$ cat src/rtl/assert_macros.svh
// ---------------------------------------------------------------------------
// assert_macros.svh
// Concurrent assertion shorthands, clocked on clk, disabled in reset.
// ---------------------------------------------------------------------------
`ifndef ASSERT_MACROS_SVH
`define ASSERT_MACROS_SVH

// same-cycle implication
`define SOSC_ASSERT_IMP(lbl, ante, cons) \
    lbl: assert property (@(posedge clk) disable iff (!rst_n) (ante) |-> (cons)) \
        else $error("assertion failed");

// next-cycle implication
`define SOSC_ASSERT_NEXT(lbl, ante, cons) \
    lbl: assert property (@(posedge clk) disable iff (!rst_n) (ante) |=> (cons)) \
        else $error("assertion failed");

`endif

$ cat src/rtl/sosc_pkg.sv
// ---------------------------------------------------------------------------
// sosc_pkg
// Shared widths, register map, status structs and the CORDIC arctangent
// table of the sine oscillator.
// ---------------------------------------------------------------------------
`default_nettype none

package sosc_pkg;

    localparam int COUNT_WIDTH  = 32;
    localparam int SINE_BITS    = 16;

    localparam int FREQ_W       = 24;
    localparam int AMP_W        = 16;
    localparam int RATE_W       = 18;
    localparam int CFG_W        = 24;
    localparam int CFG_IDX_W    = 3;

    localparam int DIVISOR_W    = RATE_W + 8;
    localparam int PROD_W       = FREQ_W + COUNT_WIDTH;
    localparam int DIV_STEPS    = PROD_W + SINE_BITS;
    localparam int DIV_CNT_W    = $clog2(DIV_STEPS + 1);

    localparam int PHASE_W      = 32;
    localparam int CORDIC_W     = 33;
    localparam int CORDIC_STEPS = 30;
    localparam int ITER_W       = $clog2(CORDIC_STEPS);
    localparam int SINE_W       = 32;
    localparam int CORDIC_GAIN  = 652032874;

    localparam int Q_W          = SINE_BITS + 1;
    localparam int MPROD_W      = AMP_W + Q_W;

    // register map
    localparam logic [CFG_IDX_W-1:0] CFG_BASE_FREQ   = 3'd0;
    localparam logic [CFG_IDX_W-1:0] CFG_BASE_AMP    = 3'd1;
    localparam logic [CFG_IDX_W-1:0] CFG_FREQ_EXT    = 3'd2;
    localparam logic [CFG_IDX_W-1:0] CFG_AMP_EXT     = 3'd3;
    localparam logic [CFG_IDX_W-1:0] CFG_SAMPLE_RATE = 3'd4;

    localparam logic [FREQ_W-1:0]        BASE_FREQ_RST   = 24'd112640;
    localparam logic signed [AMP_W-1:0]  BASE_AMP_RST    = 16'sd16384;
    localparam logic [RATE_W-1:0]        SAMPLE_RATE_RST = 18'd48000;

    typedef struct packed {
        logic                 done;
        logic                 wrap;
        logic [SINE_BITS-1:0] quot;
    } div_res_t;

    typedef struct packed {
        logic                     done;
        logic signed [SINE_W-1:0] sine;
    } cordic_res_t;

    // arctangent of 2^-i in 1/2^32 turns
    function automatic logic signed [CORDIC_W-1:0] atan_turn(input logic [ITER_W-1:0] idx);
        logic [31:0] v;
        unique case (idx)
            5'd0:    v = 32'd536870912;
            5'd1:    v = 32'd316933406;
            5'd2:    v = 32'd167458907;
            5'd3:    v = 32'd85004756;
            5'd4:    v = 32'd42667331;
            5'd5:    v = 32'd21354465;
            5'd6:    v = 32'd10679838;
            5'd7:    v = 32'd5340245;
            5'd8:    v = 32'd2670163;
            5'd9:    v = 32'd1335087;
            5'd10:   v = 32'd667544;
            5'd11:   v = 32'd333772;
            5'd12:   v = 32'd166886;
            5'd13:   v = 32'd83443;
            5'd14:   v = 32'd41722;
            5'd15:   v = 32'd20861;
            5'd16:   v = 32'd10430;
            5'd17:   v = 32'd5215;
            5'd18:   v = 32'd2608;
            5'd19:   v = 32'd1304;
            5'd20:   v = 32'd652;
            5'd21:   v = 32'd326;
            5'd22:   v = 32'd163;
            5'd23:   v = 32'd81;
            5'd24:   v = 32'd41;
            5'd25:   v = 32'd20;
            5'd26:   v = 32'd10;
            5'd27:   v = 32'd5;
            5'd28:   v = 32'd3;
            5'd29:   v = 32'd1;
            default: v = 32'd0;
        endcase
        return $signed({1'b0, v});
    endfunction

endpackage

`default_nettype wire

$ cat src/rtl/sine_oscillator_counter_phase_top.sv
// ---------------------------------------------------------------------------
// sine_oscillator_counter_phase_top
// Sine oscillator with a step counter: amp * sin(2*pi*f*n/(256*rate)) per tick.
// ---------------------------------------------------------------------------
// Each input transfer is one sample tick and yields one output transfer.
// An item is finished before the next one is taken: a 72-step serial long
// division gives (f*n mod 256*rate) as a phase fraction, a 30-step CORDIC
// turns it into a sine, and the S_SCALE and S_OUT states scale, round and
// saturate. in_stall is high for the whole computation. The finished sample
// sits in an output register, so the next tick is accepted while it waits.
// The counter n restarts at 1 once f*n >= 256*rate. Configuration must be
// written only while the block is idle; the block does not enforce this.
// ---------------------------------------------------------------------------
`default_nettype none

`include "assert_macros.svh"

module sine_oscillator_counter_phase_top (
    input  wire logic                              clk,
    input  wire logic                              rst_n,
    input  wire logic                              cfg_write,
    input  wire logic [sosc_pkg::CFG_IDX_W-1:0]    cfg_index,
    input  wire logic [sosc_pkg::CFG_W-1:0]        cfg_data,
    input  wire logic                              in_valid,
    output      logic                              in_stall,
    input  wire logic [sosc_pkg::FREQ_W-1:0]       freq_control,
    input  wire logic signed [sosc_pkg::AMP_W-1:0] amp_control,
    output      logic                              out_valid,
    input  wire logic                              out_stall,
    output      logic signed [sosc_pkg::AMP_W-1:0] sample_out
);
    import sosc_pkg::*;

    localparam logic signed [MPROD_W:0] SAT_HI   = (MPROD_W + 1)'(2 ** (AMP_W - 1) - 1);
    localparam logic signed [MPROD_W:0] SAT_LO   = -SAT_HI - (MPROD_W + 1)'(1);
    localparam logic signed [MPROD_W:0] OUT_HALF = (MPROD_W + 1)'(1) << (SINE_BITS - 3);
    localparam logic signed [SINE_W:0]  Q_HALF   = (SINE_W + 1)'(1) << (30 - SINE_BITS);

    typedef enum logic [2:0] {
        S_IDLE,
        S_START,
        S_DIV,
        S_CORDIC,
        S_SCALE,
        S_OUT
    } state_t;

    state_t                    state_reg, state_next;

    logic [FREQ_W-1:0]         base_freq_reg, base_freq_next;
    logic signed [AMP_W-1:0]   base_amp_reg, base_amp_next;
    logic                      freq_ext_reg, freq_ext_next;
    logic                      amp_ext_reg, amp_ext_next;
    logic [RATE_W-1:0]         rate_reg, rate_next;

    logic [COUNT_WIDTH-1:0]    step_count_reg, step_count_next;
    logic [FREQ_W-1:0]         f_reg, f_next;
    logic signed [AMP_W-1:0]   amp_reg, amp_next;
    logic [DIVISOR_W-1:0]      d_reg, d_next;
    logic                      wrap_reg, wrap_next;
    logic signed [Q_W-1:0]     q_reg, q_next;
    logic signed [MPROD_W-1:0] mprod_reg, mprod_next;
    logic                      out_valid_reg, out_valid_next;
    logic signed [AMP_W-1:0]   sample_reg, sample_next;

    logic                      div_start;
    logic [PROD_W-1:0]         div_dividend;
    div_res_t                  div_res;
    logic                      cordic_start;
    cordic_res_t               cor_res;

    logic signed [SINE_W:0]    s_rnd;
    logic signed [MPROD_W:0]   o_rnd;
    logic signed [MPROD_W:0]   o_full;
    logic signed [AMP_W-1:0]   o_sat;

    assign div_dividend = PROD_W'(f_reg) * PROD_W'(step_count_reg);

    sosc_div u_div (
        .clk      (clk),
        .rst_n    (rst_n),
        .start    (div_start),
        .dividend (div_dividend),
        .divisor  (d_reg),
        .res      (div_res)
    );

    sosc_cordic u_cordic (
        .clk   (clk),
        .rst_n (rst_n),
        .start (cordic_start),
        .phase ({div_res.quot, {(PHASE_W - SINE_BITS){1'b0}}}),
        .res   (cor_res)
    );

    // Q30 sine to Q1.(SINE_BITS-1), round half up
    assign s_rnd = $signed({cor_res.sine[SINE_W-1], cor_res.sine}) + Q_HALF;

    // amp * q to Q1.15, round half up, saturate
    assign o_rnd  = $signed({mprod_reg[MPROD_W-1], mprod_reg}) + OUT_HALF;
    assign o_full = o_rnd >>> (SINE_BITS - 2);

    always_comb
    begin
        priority if (o_full > SAT_HI)
            o_sat = SAT_HI[AMP_W-1:0];
        else if (o_full < SAT_LO)
            o_sat = SAT_LO[AMP_W-1:0];
        else
            o_sat = o_full[AMP_W-1:0];
    end

    always_comb
    begin
        state_next      = state_reg;
        base_freq_next  = base_freq_reg;
        base_amp_next   = base_amp_reg;
        freq_ext_next   = freq_ext_reg;
        amp_ext_next    = amp_ext_reg;
        rate_next       = rate_reg;
        step_count_next = step_count_reg;
        f_next          = f_reg;
        amp_next        = amp_reg;
        d_next          = d_reg;
        wrap_next       = wrap_reg;
        q_next          = q_reg;
        mprod_next      = mprod_reg;
        out_valid_next  = out_valid_reg && out_stall;
        sample_next     = sample_reg;
        div_start       = 1'b0;
        cordic_start    = 1'b0;

        if (cfg_write)
        begin
            unique case (cfg_index)
                CFG_BASE_FREQ:   base_freq_next = cfg_data[FREQ_W-1:0];
                CFG_BASE_AMP:    base_amp_next  = $signed(cfg_data[AMP_W-1:0]);
                CFG_FREQ_EXT:    freq_ext_next  = cfg_data[0];
                CFG_AMP_EXT:     amp_ext_next   = cfg_data[0];
                CFG_SAMPLE_RATE: rate_next      = cfg_data[RATE_W-1:0];
                default:         ;
            endcase
        end

        unique case (state_reg)
            S_IDLE:
            begin
                if (in_valid)
                begin
                    f_next     = freq_ext_reg ? freq_control : base_freq_reg;
                    amp_next   = amp_ext_reg ? amp_control : base_amp_reg;
                    // zero rate is taken as one
                    d_next     = (rate_reg == '0) ? DIVISOR_W'(256) : {rate_reg, 8'h00};
                    state_next = S_START;
                end
            end
            S_START:
            begin
                div_start  = 1'b1;
                state_next = S_DIV;
            end
            S_DIV:
            begin
                if (div_res.done)
                begin
                    wrap_next    = div_res.wrap;
                    cordic_start = 1'b1;
                    state_next   = S_CORDIC;
                end
            end
            S_CORDIC:
            begin
                if (cor_res.done)
                begin
                    q_next     = $signed(s_rnd[SINE_W-1 -: Q_W]);
                    state_next = S_SCALE;
                end
            end
            S_SCALE:
            begin
                mprod_next = MPROD_W'(amp_reg) * MPROD_W'(q_reg);
                state_next = S_OUT;
            end
            S_OUT:
            begin
                if (!out_valid_reg || !out_stall)
                begin
                    sample_next     = o_sat;
                    out_valid_next  = 1'b1;
                    step_count_next = wrap_reg ? COUNT_WIDTH'(1)
                                               : step_count_reg + COUNT_WIDTH'(1);
                    state_next      = S_IDLE;
                end
            end
            default:
            begin
                state_next = S_IDLE;
            end
        endcase
    end

    always_ff @(posedge clk or negedge rst_n)
    begin
        if (!rst_n)
        begin
            state_reg      <= S_IDLE;
            base_freq_reg  <= BASE_FREQ_RST;
            base_amp_reg   <= BASE_AMP_RST;
            freq_ext_reg   <= 1'b0;
            amp_ext_reg    <= 1'b0;
            rate_reg       <= SAMPLE_RATE_RST;
            step_count_reg <= '0;
            f_reg          <= '0;
            amp_reg        <= '0;
            d_reg          <= '0;
            wrap_reg       <= 1'b0;
            q_reg          <= '0;
            mprod_reg      <= '0;
            out_valid_reg  <= 1'b0;
            sample_reg     <= '0;
        end
        else
        begin
            state_reg      <= state_next;
            base_freq_reg  <= base_freq_next;
            base_amp_reg   <= base_amp_next;
            freq_ext_reg   <= freq_ext_next;
            amp_ext_reg    <= amp_ext_next;
            rate_reg       <= rate_next;
            step_count_reg <= step_count_next;
            f_reg          <= f_next;
            amp_reg        <= amp_next;
            d_reg          <= d_next;
            wrap_reg       <= wrap_next;
            q_reg          <= q_next;
            mprod_reg      <= mprod_next;
            out_valid_reg  <= out_valid_next;
            sample_reg     <= sample_next;
        end
    end

    assign in_stall   = (state_reg != S_IDLE);
    assign out_valid  = out_valid_reg;
    assign sample_out = sample_reg;

    `SOSC_ASSERT_NEXT(a_accept_blocks, in_valid && !in_stall, in_stall)
    `SOSC_ASSERT_NEXT(a_count_step, state_reg == S_OUT && (!out_valid_reg || !out_stall), step_count_reg == COUNT_WIDTH'(1) || step_count_reg == $past(step_count_reg) + COUNT_WIDTH'(1))
    `SOSC_ASSERT_IMP(a_div_done_in_div, div_res.done, state_reg == S_DIV)
    `SOSC_ASSERT_IMP(a_cordic_done_in_cordic, cor_res.done, state_reg == S_CORDIC)

endmodule

`default_nettype wire

$ cat src/rtl/sosc_div.sv
// ---------------------------------------------------------------------------
// sosc_div
// Serial restoring long division of (f*n) << SINE_BITS by the scaled rate.
// Gives the phase fraction and a flag for f*n >= divisor.
// ---------------------------------------------------------------------------
`default_nettype none

module sosc_div (
    input  wire logic                           clk,
    input  wire logic                           rst_n,
    input  wire logic                           start,
    input  wire logic [sosc_pkg::PROD_W-1:0]    dividend,
    input  wire logic [sosc_pkg::DIVISOR_W-1:0] divisor,
    output sosc_pkg::div_res_t                  res
);
    import sosc_pkg::*;

    logic                   busy_reg, busy_next;
    logic                   done_reg, done_next;
    logic [DIV_CNT_W-1:0]   cnt_reg, cnt_next;
    logic [DIV_STEPS-1:0]   num_reg, num_next;
    logic [DIVISOR_W-1:0]   rem_reg, rem_next;
    logic [SINE_BITS-1:0]   quot_reg, quot_next;
    logic                   sticky_reg, sticky_next;

    logic [DIVISOR_W:0]     trial;
    logic [DIVISOR_W:0]     diff;
    logic                   ge;

    assign trial = {rem_reg, num_reg[DIV_STEPS-1]};
    assign diff  = trial - {1'b0, divisor};
    assign ge    = trial >= {1'b0, divisor};

    always_comb
    begin
        busy_next   = busy_reg;
        done_next   = 1'b0;
        cnt_next    = cnt_reg;
        num_next    = num_reg;
        rem_next    = rem_reg;
        quot_next   = quot_reg;
        sticky_next = sticky_reg;
        if (start)
        begin
            busy_next   = 1'b1;
            cnt_next    = DIV_CNT_W'(DIV_STEPS);
            num_next    = {dividend, {SINE_BITS{1'b0}}};
            rem_next    = '0;
            quot_next   = '0;
            sticky_next = 1'b0;
        end
        else if (busy_reg)
        begin
            num_next    = {num_reg[DIV_STEPS-2:0], 1'b0};
            rem_next    = ge ? diff[DIVISOR_W-1:0] : trial[DIVISOR_W-1:0];
            quot_next   = {quot_reg[SINE_BITS-2:0], ge};
            // integer quotient bits leave the fraction window here
            sticky_next = sticky_reg | quot_reg[SINE_BITS-1];
            cnt_next    = cnt_reg - DIV_CNT_W'(1);
            if (cnt_reg == DIV_CNT_W'(1))
            begin
                busy_next = 1'b0;
                done_next = 1'b1;
            end
        end
    end

    always_ff @(posedge clk or negedge rst_n)
    begin
        if (!rst_n)
        begin
            busy_reg   <= 1'b0;
            done_reg   <= 1'b0;
            cnt_reg    <= '0;
            num_reg    <= '0;
            rem_reg    <= '0;
            quot_reg   <= '0;
            sticky_reg <= 1'b0;
        end
        else
        begin
            busy_reg   <= busy_next;
            done_reg   <= done_next;
            cnt_reg    <= cnt_next;
            num_reg    <= num_next;
            rem_reg    <= rem_next;
            quot_reg   <= quot_next;
            sticky_reg <= sticky_next;
        end
    end

    assign res.done = done_reg;
    assign res.wrap = sticky_reg;
    assign res.quot = quot_reg;

endmodule

`default_nettype wire

$ cat src/rtl/sosc_cordic.sv
// ---------------------------------------------------------------------------
// sosc_cordic
// Iterative rotation-mode CORDIC, one micro-rotation per cycle.
// Folds a 32-bit phase to a quarter turn and returns the sine in Q30.
// ---------------------------------------------------------------------------
`default_nettype none

module sosc_cordic (
    input  wire logic                         clk,
    input  wire logic                         rst_n,
    input  wire logic                         start,
    input  wire logic [sosc_pkg::PHASE_W-1:0] phase,
    output sosc_pkg::cordic_res_t             res
);
    import sosc_pkg::*;

    localparam logic signed [CORDIC_W-1:0] HALF_TURN = CORDIC_W'(1) << (PHASE_W - 1);
    localparam logic signed [CORDIC_W-1:0] ONE_Q30   = CORDIC_W'(1) << 30;
    localparam logic signed [CORDIC_W-1:0] GAIN      = CORDIC_W'(CORDIC_GAIN);

    logic                       busy_reg, busy_next;
    logic                       done_reg, done_next;
    logic [ITER_W-1:0]          iter_reg, iter_next;
    logic signed [CORDIC_W-1:0] x_reg, x_next;
    logic signed [CORDIC_W-1:0] y_reg, y_next;
    logic signed [CORDIC_W-1:0] z_reg, z_next;

    logic signed [CORDIC_W-1:0] z_fold;
    logic signed [CORDIC_W-1:0] dx;
    logic signed [CORDIC_W-1:0] dy;
    logic signed [CORDIC_W-1:0] angle;

    always_comb
    begin
        unique case (phase[PHASE_W-1 -: 2])
            2'b00:        z_fold = $signed({1'b0, phase});
            2'b01, 2'b10: z_fold = HALF_TURN - $signed({1'b0, phase});
            2'b11:        z_fold = $signed({1'b1, phase});
            default:      z_fold = '0;
        endcase
    end

    assign dx    = y_reg >>> iter_reg;
    assign dy    = x_reg >>> iter_reg;
    assign angle = atan_turn(iter_reg);

    always_comb
    begin
        busy_next = busy_reg;
        done_next = 1'b0;
        iter_next = iter_reg;
        x_next    = x_reg;
        y_next    = y_reg;
        z_next    = z_reg;
        if (start)
        begin
            busy_next = 1'b1;
            iter_next = '0;
            x_next    = GAIN;
            y_next    = '0;
            z_next    = z_fold;
        end
        else if (busy_reg)
        begin
            if (!z_reg[CORDIC_W-1])
            begin
                x_next = x_reg - dx;
                y_next = y_reg + dy;
                z_next = z_reg - angle;
            end
            else
            begin
                x_next = x_reg + dx;
                y_next = y_reg - dy;
                z_next = z_reg + angle;
            end
            if (iter_reg == ITER_W'(CORDIC_STEPS - 1))
            begin
                busy_next = 1'b0;
                done_next = 1'b1;
            end
            else
            begin
                iter_next = iter_reg + ITER_W'(1);
            end
        end
    end

    always_ff @(posedge clk or negedge rst_n)
    begin
        if (!rst_n)
        begin
            busy_reg <= 1'b0;
            done_reg <= 1'b0;
            iter_reg <= '0;
            x_reg    <= '0;
            y_reg    <= '0;
            z_reg    <= '0;
        end
        else
        begin
            busy_reg <= busy_next;
            done_reg <= done_next;
            iter_reg <= iter_next;
            x_reg    <= x_next;
            y_reg    <= y_next;
            z_reg    <= z_next;
        end
    end

    // clamp to +/-1.0
    always_comb
    begin
        res.done = done_reg;
        priority if (y_reg > ONE_Q30)
            res.sine = SINE_W'(ONE_Q30);
        else if (y_reg < -ONE_Q30)
            res.sine = SINE_W'(-ONE_Q30);
        else
            res.sine = y_reg[SINE_W-1:0];
    end

endmodule

`default_nettype wire
$ cat config.mk
export PLATFORM = sky130hd
export DESIGN_NAME = sine_oscillator_counter_phase_top
export DESIGN_NICKNAME = d
export VERILOG_FILES = /design/src/rtl/sosc_pkg.sv /design/src/rtl/sine_oscillator_counter_phase_top.sv /design/src/rtl/sosc_div.sv /design/src/rtl/sosc_cordic.sv
export VERILOG_INCLUDE_DIRS = /design/src /design/src/rtl
export SDC_FILE = /design/constraint.sdc
export NUM_CORES = 2
export LEC_CHECK = 0
export BUFFER_PORTS_ARGS = -buffer_cell sky130_fd_sc_hd__buf_2
export CORE_UTILIZATION = 37
export CTS_BUF_LIST = sky130_fd_sc_hd__clkbuf_4
export DETAILED_ROUTE_END_ITERATION = 16
export MAX_ROUTING_LAYER = met4
export PLACE_DENSITY = 0.63
export RECOVER_POWER = 50
export SYNTH_ARGS = -nofsm -noshare
export SYNTH_HDL_FRONTEND = slang
export SYNTH_SLANG_ARGS = --single-unit
$ cat constraint.sdc
create_clock -name clk -period 7.6 [get_ports clk]
set_clock_uncertainty 0.15 [all_clocks]
set_input_delay 0.76 -clock clk [delete_from_list [all_inputs] [get_ports clk]]
set_output_delay 0.76 -clock clk [all_outputs]
set_load 0.1 [all_outputs]
==> results.py <==
metrics = {
    "run_status": {
        "status": "complete, but fails checks",
        "violations": "capacitance limit, slew limit",
    },
    "route": {
        "drc": 0,
        "drt_iter0_drc": 3155,
        "vias": 52490,
        "firstDrtPassIters": 6,
        "drt-wirelength-per-cell_microns": 18.8,
        "detail-route-antenna-nets": 0,
        "viasPerCell": 5.22,
        "routed_wl_mm": 189,
    },
    "critical_path": {
        "critPathMaxFanout": 7,
        "critPathKind": "reg2reg",
        "r2r-start": "step_count_reg[9]",
        "startpoint_type": "register",
        "cpMaxStageDelayCell": "fa_1",
        "cp.required_ns": 8.35,
        "cp_common_cell": "fa_1",
        "endpoint_kind": "register",
        "worst_r2r_path_depth": 26,
        "critical_path.max_stage_delay_ns": 0.59,
        "cp.arrival_ns": 8.29,
        "reg2reg_to": "u_div.num_reg[68]",
        "ff2ff_setup_slack_ns": 0.06,
    },
    "pwr": {
        "internal_power_mw": 16.6,
        "p_per_area_nw_per_um2": 464,
        "p_sw_mw": 17.7,
        "p_comb_share_pct": 80.5,
        "switching_share_pct": 51.7,
        "pwr-share-seq_pct": 12.2,
        "p_clk_share_pct": 7.3,
        "p_leak_nw": 34.7,
        "vdd_ir_drop_max_uv": 639,
    },
    "sta": {
        "period_share_pct": 99.2,
        "slew_viol_final": 239,
        "report.final.hold_viol_count": 0,
        "max_freq_mhz": 133,
        "finalCriticalPeriod_ns": 7.54,
        "layout_setup_ws_ns": 0.0616,
        "setup_viol": 0,
        "rsz0062_at_grt": "true",
        "tightest_slew_ns": 5.83,
        "slew_headroom_pct": -289,
    },
    "synthesis": {
        "synth.distinct_cells": 99,
        "synth-seq-cells": 422,
        "synth-edff-count": 0,
        "netlist_area_sq_um": 65300,
        "synth-seq-area-share_pct": 16.2,
        "ys_async_sr_fraction_pct": 100,
        "netlist.area_leader.share_pct": 28.7,
        "syn_avg_cell_area_sq_um": 8.90,
        "synth.most_common_cell": "inv_1",
        "synthTopCellsByArea": "fa_1 (29%), dfrtp_1 (16%), ha_1 (7.6%), inv_1 (6.4%), nand2_1 (5.3%)",
        "synth_top_flop_cell": "dfrtp_1",
        "netlist.top_cell.by_area": "fa_1",
        "synthTopCellsByCount": "inv_1 (1110), fa_1 (937), nand2_1 (917)",
        "yosys_warnings": 0,
        "syn_nets": 8741,
        "syn_inst": 7337,
    },
    "finish": {
        "nets": 9014,
        "drive_above_1_share_pct": 13.6,
        "stdcell_count": 10051,
        "largest_reg_flops": 56,
        "synthToLayoutAreaGrowth_pct": 12.9,
        "num-fill-cells": 17272,
    },
    "min_path": {
        "hold_class": "in2reg",
        "whs_endpoint": "f_reg[14]",
        "hold_depth": 3,
        "hp-start": "freq_control[14]",
    },
    "global_route": {
        "antenna_found_initial": 10,
        "track_usage_pct": 22.2,
        "grt_first_pass_wirelength_mm": 307,
        "grt_pass1_vias": 54887,
        "grt_max_degree": 138,
        "grt_overflow": 0,
    },
    "cts": {
        "cts_buffers": 137,
        "clk_pin_slew_ns": 0.06,
        "cts_max_level": 4,
        "max-clock-path-buffers": 3,
        "tritoncts": "yes",
        "clkSinkCount": 422,
        "cts_root_buffer": "clkbuf_4",
        "insertion_delay_ns": 1.15,
    },
    "floorplan": {
        "rows": 153,
        "dieArea_sq_um": 178000,
        "die_h_microns": 422,
        "initial_utilization_pct": 37.4,
        "design.core.area_sq_um": 175000,
        "io_pins": 90,
        "die_x_microns": 422,
    },
    "place": {
        "port-buffer-count": 89,
        "gp_congestion": 0.956,
        "dp.cells": 9683,
        "dpl.hpwl_mm": 150,
        "place_ws_ns": -0.456,
    },
    "job": {
        "cap_viol_max_count": 5,
    },
}
-- cell usage in the layout, fill, tap and decap left out, types with 32 or more instances in the layout --
| master | Yosys | routed |
|---|---|---|
| nor2b_1 | 43 | 43 |
| xor2_1 | 128 | 128 |
| o21a_1 | 43 | 43 |
| mux2_2 | 96 | 96 |
| xnor2_1 | 179 | 177 |
| dfrtp_1 | 409 | 389 |
| nor2_1 | 385 | 382 |
| a21oi_1 | 343 | 329 |
| and2_1 | 498 | 488 |
| buf_12 | 5 | 32 |
| nor3_1 | 64 | 60 |
| and3_1 | 49 | 48 |
| nand3_1 | 76 | 75 |
| dlygate4sd3_1 | 0 | 71 |
| mux2i_1 | 201 | 201 |
| a21o_1 | 88 | 88 |
| mux4_2 | 49 | 49 |
| buf_2 | 23 | 86 |
| a211oi_1 | 58 | 58 |
| inv_1 | 1110 | 1089 |
| ha_1 | 395 | 372 |
| fa_1 | 937 | 914 |
| a31oi_1 | 39 | 39 |
| clkbuf_4 | 0 | 192 |
| nand4_1 | 34 | 34 |
| nand2_1 | 917 | 911 |
| nand2b_1 | 63 | 63 |
| buf_4 | 2 | 335 |
| o21ai_0 | 290 | 273 |
-- cell type report --
| type | count | area, sq um | area share (%) |
|---|---|---|---|
| Antenna cell | 11 | 27.5 | 0.0373 |
| Clock buffer | 192 | 1440 | 1.95 |
| Clock inverter | 52 | 333 | 0.451 |
| Inverter | 1113 | 4180 | 5.66 |
| Multi-Input combinational cell | 5369 | 49500 | 67.1 |
| Sequential cell | 422 | 10600 | 14.4 |
| Tap cell | 2325 | 2910 | 3.94 |
| Timing Repair Buffer | 567 | 4770 | 6.46 |
-- how the worst max path moves through the flow --
stage	from	to	slack [ns]
2_1_floorplan	step_count_reg[14]	u_div.num_reg[69]	0.02
3_3_place_gp	f_reg[14]	u_div.num_reg[65]	-0.36
3_5_place_dp	step_count_reg[9]	u_div.num_reg[70]	-0.46
4_1_cts	step_count_reg[8]	u_div.num_reg[68]	0.005
5_1_grt	step_count_reg[12]	u_div.num_reg[68]	-0.18
6_report	step_count_reg[9]	u_div.num_reg[68]	0.06
-- power groups by stage --
stage | Sequential [mW] | Clock [mW] | Combinational (mW)
3_3_place_gp | 4.16 | 0 | 25.7
6_report | 4.18 | 2.49 | 27.6
4_1_cts | 4.16 | 2.61 | 26.7
2_1_floorplan | 3.65 | 0 | 18.8
5_1_grt | 4.30 | 2.71 | 30.6
3_5_place_dp | 4.20 | 0 | 26.0
-- layer usage --
| metal | global-route usage [%] | share of wire, % | vias to the layer above |
|---|---|---|---|
| met5 | - | 0 | - |
| met4 | 9.93 | 4.8 | 0 |
| met3 | 3.28 | 5.1 | 371 |
| met2 | 36.0 | 49 | 1457 |
| met1 | 27.3 | 41 | 26494 |
| li1 | - | - | 24168 |
-- cells by family (layout without fill, tap and decap cells) --
logic type	after synthesis	after routing	share of synthesized area, %
mux	364	364	7.13
simple gates	2248	2248	16.5
xor+xnor	307	307	4.12
fa+ha+maj	1332	1332	36.3
compound gates	1118	1118	10.7
flops	422	422	16.2
buf+inv	1546	1924	9.10
other cells	0	11	0
-- per-stage QoR --
step / setup TNS [ns] / hold slack, ns / cell area, sq um / power (mW) / utilization, %
finish: 0 / 0.227 / 73800 / 34.3 / 42.2
global route: -0.671 / 0.118 / 73800 / 37.6 / 42.2
CTS: 0 / 0.00303 / 72900 / 33.4 / 41.8
detailed placement: -3.91 / 0.326 / 70200 / 30.2 / 40.2
global placement: -2.78 / 0.323 / 70200 / 29.9 / 40.2
floorplan: 0 / 0.301 / 65300 / 22.5 / -
-- worst max-delay path: cells and delay by family, from the launching register on --
| family | cells | cell delay, ns |
|---|---|---|
| AOI/OAI and AO/OA | 10 | 2.28 |
| xor gates and xnor gates | 1 | 0.17 |
| adders and majority gates | 8 | 3.59 |
| buffers and inverters | 6 | 0.52 |
| DFF | 1 | 0.45 |
| and+or+nand+nor | 1 | 0.14 |
-- repair_timing --
action	in CTS	in global routing
endpoints found under the setup margin	18	24
setup buffers	13	32
hold endpoints to repair	187	0
gates cloned	1	1
resized for setup	53	157
hold buffers	71	0
pin swaps	24	104
Note: power is estimated with default switching activity, not from simulation.
